## src/design/ifht_pkg.sv

```systemverilog
// shared types, constants and helpers for the ip fragment hole tracker
`default_nettype none
package ifht_pkg;
   localparam int NUM_SLOTS = 8;
   localparam int MAX_FRAGS = 16;
   localparam int SLOT_W = $clog2(NUM_SLOTS);
   localparam int IDX_W = $clog2(MAX_FRAGS);
   localparam int CNT_W = $clog2(MAX_FRAGS + 1);
   localparam int ADDR_W = SLOT_W + IDX_W;
   localparam int DEPTH = NUM_SLOTS * MAX_FRAGS;
   localparam logic [2:0] ALIGN_MASK = 3'd7;

   typedef enum logic [2:0] {
      ST_ACCEPT   = 3'd0,
      ST_COMPLETE = 3'd1,
      ST_REJECT   = 3'd2,
      ST_INVALID  = 3'd3,
      ST_FULL     = 3'd4
   } status_type;

   typedef struct packed {
      logic [15:0] start;
      logic [15:0] length;
   } ivl_type;

   typedef enum logic [3:0] {
      S_IDLE, S_EXPIRE, S_OPEN, S_CHECK, S_SCAN_RD, S_SCAN_CHK, S_EVAL,
      S_SHIFT_RD, S_SHIFT_WR, S_INSERT, S_FINISH, S_RESP
   } state_type;

   function automatic logic [31:0] sat_add32(input logic [31:0] a, input logic [31:0] b);
      logic [32:0] s;
      s = {1'b0, a} + {1'b0, b};
      return s[32] ? 32'hFFFF_FFFF : s[31:0];
   endfunction
endpackage
`default_nettype wire

```

## src/design/ifht_ivl_ram.sv

```systemverilog
// interval store, one write and one registered read port
`default_nettype none
module ifht_ivl_ram (
   input  wire logic                   clock,
   input  wire logic                   wr_en,
   input  wire logic [ifht_pkg::ADDR_W-1:0] wr_addr,
   input  wire ifht_pkg::ivl_type      wr_data,
   input  wire logic                   rd_en,
   input  wire logic [ifht_pkg::ADDR_W-1:0] rd_addr,
   output ifht_pkg::ivl_type           rd_data
);
   import ifht_pkg::*;

   ivl_type mem [DEPTH];
   ivl_type rd_data_ff;

   always_ff @(posedge clock) begin
      if (wr_en) begin
         mem[wr_addr] <= wr_data;
      end
      if (rd_en) begin
         rd_data_ff <= mem[rd_addr];
      end
   end

   assign rd_data = rd_data_ff;
endmodule
`default_nettype wire

```

## config.mk

```make
export PLATFORM = sky130hd
export DESIGN_NAME = ifht_ivl_ram
export DESIGN_NICKNAME = d
export VERILOG_FILES = /design/src/design/ifht_pkg.sv /design/src/design/ifht_ivl_ram.sv
export SDC_FILE = /design/constraint.sdc
export NUM_CORES = 2
export LEC_CHECK = 0
export BUFFER_PORTS_ARGS = -buffer_cell sky130_fd_sc_hd__buf_2
export CAP_MARGIN = 10
export CORE_MARGIN = 5
export CORE_UTILIZATION = 40
export DETAILED_ROUTE_END_ITERATION = 8
export GPL_ROUTABILITY_DRIVEN = 0
export GPL_TIMING_DRIVEN = 0
export RECOVER_POWER = 50
export SYNTH_ARGS = -nofsm -noshare
export SYNTH_HDL_FRONTEND = slang
export SYNTH_SLANG_ARGS = --single-unit
```

## constraint.sdc

```tcl
create_clock -name clock -period 4.3 [get_ports clock]
set_clock_uncertainty 0.15 [all_clocks]
set_input_delay 0.645 -clock clock [delete_from_list [all_inputs] [get_ports clock]]
set_output_delay 0.645 -clock clock [all_outputs]
set_load 0.03 [all_outputs]
```

==> results.py <==
metrics = {
    "placed_design": {
        "dpl_cell_area_um2": 169000,
        "dp_slack_ns": -1.46,
        "port_buffers": 69,
        "dp_hpwl_um": 284000,
    },
    "synth": {
        "netlist_area_um2": 157000,
        "syn_nets": 6039,
        "synth_top_cell_by_area": "edfxtp_1",
        "ys_seq_elements": 4128,
        "ys_top_cells_by_area": "edfxtp_1, mux4_2, clkbuf_1",
        "syn_avg_cell_area_um2": 26.1,
        "synthCells": 5990,
        "synth.distinct_cells": 16,
        "synth_warnings": 0,
        "yosysSeqAreaShare": 0.792,
        "synth_top_area_share": 0.792,
    },
    "clocking": {
        "cts_root_buffer": "clkbuf_16",
        "clk_pin_slew_ns": 0.07,
        "clock_latency_ns": 0.92,
        "postCtsSetupRepairBufs": 0,
        "cts_tree": "built",
        "ctsHtreeMaxLevel": 5,
        "cts.sink_count": 4128,
        "numCtsBuffers": 404,
        "clk_path_buf_depth": 4,
    },
    "floorplan": {
        "io_pins": 81,
        "core-area_um2": 390000,
        "die_area_um2": 404000,
        "die_w_um": 636,
        "die_h_um": 636,
        "initial_core_util": 0.402,
        "rows": 229,
    },
    "global_route": {
        "track_usage": 0.200,
        "grt_pass1_vias": 72031,
        "antenna_found_initial": 70,
        "grt_pass1_wl_um": 571000,
        "grt-ovfl-total": 0,
        "grt_max_degree": 101,
    },
    "status": {
        "violations": "capacitance limit, slew limit, setup timing",
        "run_status": "finished with violations",
    },
    "worst_setup_path": {
        "end_kind": "flip-flop",
        "path_class": "in -> reg",
        "startpoint_type": "primary input",
        "cp.arrival_ns": 4.80,
        "crit_required_ns": 4.78,
        "critPathMaxFanout": 15,
    },
    "final_layout": {
        "drive_above_1_share": 0.352,
        "fillerInstances": 31303,
        "area_growth_pct": 16.1,
        "layout_commonest_cell": "edfxtp_1",
        "mostFrequentLayoutCells": "edfxtp_1, mux4_2, clkbuf_16",
        "fin_nets": 6718,
        "final_util": 0.467,
        "fin_area_um2": 182000,
    },
    "routing": {
        "drt_iter0_markers": 8791,
        "vias_per_cell": 5.72,
        "wl_per_cell_um": 33.4,
        "drtAntennaViolNets": 0,
        "via_count": 70245,
        "drtPass1Iterations": 6,
        "drc_errors": 0,
        "drt_wl_total_um": 411000,
    },
    "timing": {
        "fmax_mhz": 231,
        "worst_slew_pin_slew_ns": 3.50,
        "fin_ws_ns": -0.0203,
        "fin_crit_sh": 1.00,
        "hold_viol_final": 0,
        "tns_ns": -0.0333,
        "setup_viol": 3,
        "drv_slew": 2814,
        "period_minus_slack_ns": 4.32,
        "relSlewSlack": -1.33,
    },
    "pwr": {
        "vdd_drop_max_uv": 328,
        "cellPowerDensity_nw_per_um2": 468,
        "p_leak_nw": 55.1,
    },
    "worst_hold_path": {
        "hold_path_class": "in -> reg",
    },
    "run": {
        "cap_violations": 42,
    },
}
==> cell usage after synthesis, drive strengths merged <==
cell	number
nor3	9
or3	1
mux4	1344
edfxtp	4128
nand2	14
buf	134
nand4	3
clkbuf	182
nand2b	2
nor2b	7
nor2	122
nand3	12
mux2	32
==> stage by stage <==
stage | hold WS [ns] | cells | total power, mW
finish | 0.371 | 12290 | 85.0
global route | 0.313 | 12270 | 87.5
CTS | 0.0308 | 12197 | 85.6
detailed placement | 0.932 | 11454 | 50.1
global placement | 0.987 | 11256 | 49.8
floorplan | 0.594 | 5990 | 47.6
==> metal layers <==
metal	up-vias	share of wire	global-route usage
met4	10	0.032	0.0641
met1	38614	0.38	0.266
met3	568	0.095	0.0537
met5	-	0.00017	0
met2	3122	0.49	0.323
li1	27931	-	-
==> critical path: stages <==
cell	delay, ns
clkbuf_1	0.43
clkbuf_4	0.44
clkbuf_2	0.43
buf_12	0.25
clkbuf_2	0.34
mux4_2	0.36
mux4_2	0.62
mux4_2	0.76
mux2_2	0.40
==> report_power, final <==
group          internal [mW]  total [mW]  switching, mW  leakage (nW)
Sequential              44.5        44.6         0.0439          37.1
Clock                   20.8        35.8           15.0          6.49
Combinational           1.64        4.62           2.98          11.5
Total                   67.0        85.0           18.0          55.1
==> cell families after synthesis <==
group	share of synthesized area
flops	0.792
buf+inv	0.00837
mux	0.196
simple gates	0.00445
==> registers in the layout, indices dropped and copies added (netlist names) <==
signal and cells:
rd_data 32, mem 4096
==> final timing paths <==
kind | from | to | slack, ns | depth (start not counted)
min | wr_addr[2] | mem[100][1] | 0.37 | 3
max reg2reg | mem[91][17] | rd_data[17] | 1.19 | 4
min reg2reg | mem[110][11] | rd_data[11] | 1.14 | 4
max | rd_addr[2] | rd_data[17] | -0.02 | 9
==> layout make-up <==
cell class	instances	area, um^2	area share
flip-flops and latches	4128	124000	0.682
multi-input cells	1546	32200	0.177
clock buffers	478	10600	0.0583
well taps	5197	6500	0.0358
repair buffers	275	4170	0.0229
clock inverters	261	2720	0.0150
plain buffers	314	1410	0.00773
diodes	91	228	0.00125
==> timing repair <==
item	CTS	global route
hold endpoints to repair	144	0
gates cloned	0	0
gates resized for setup	25	22
hold buffers	6	0
setup endpoints to repair	32	27
Power figures use the tool's default switching activity.
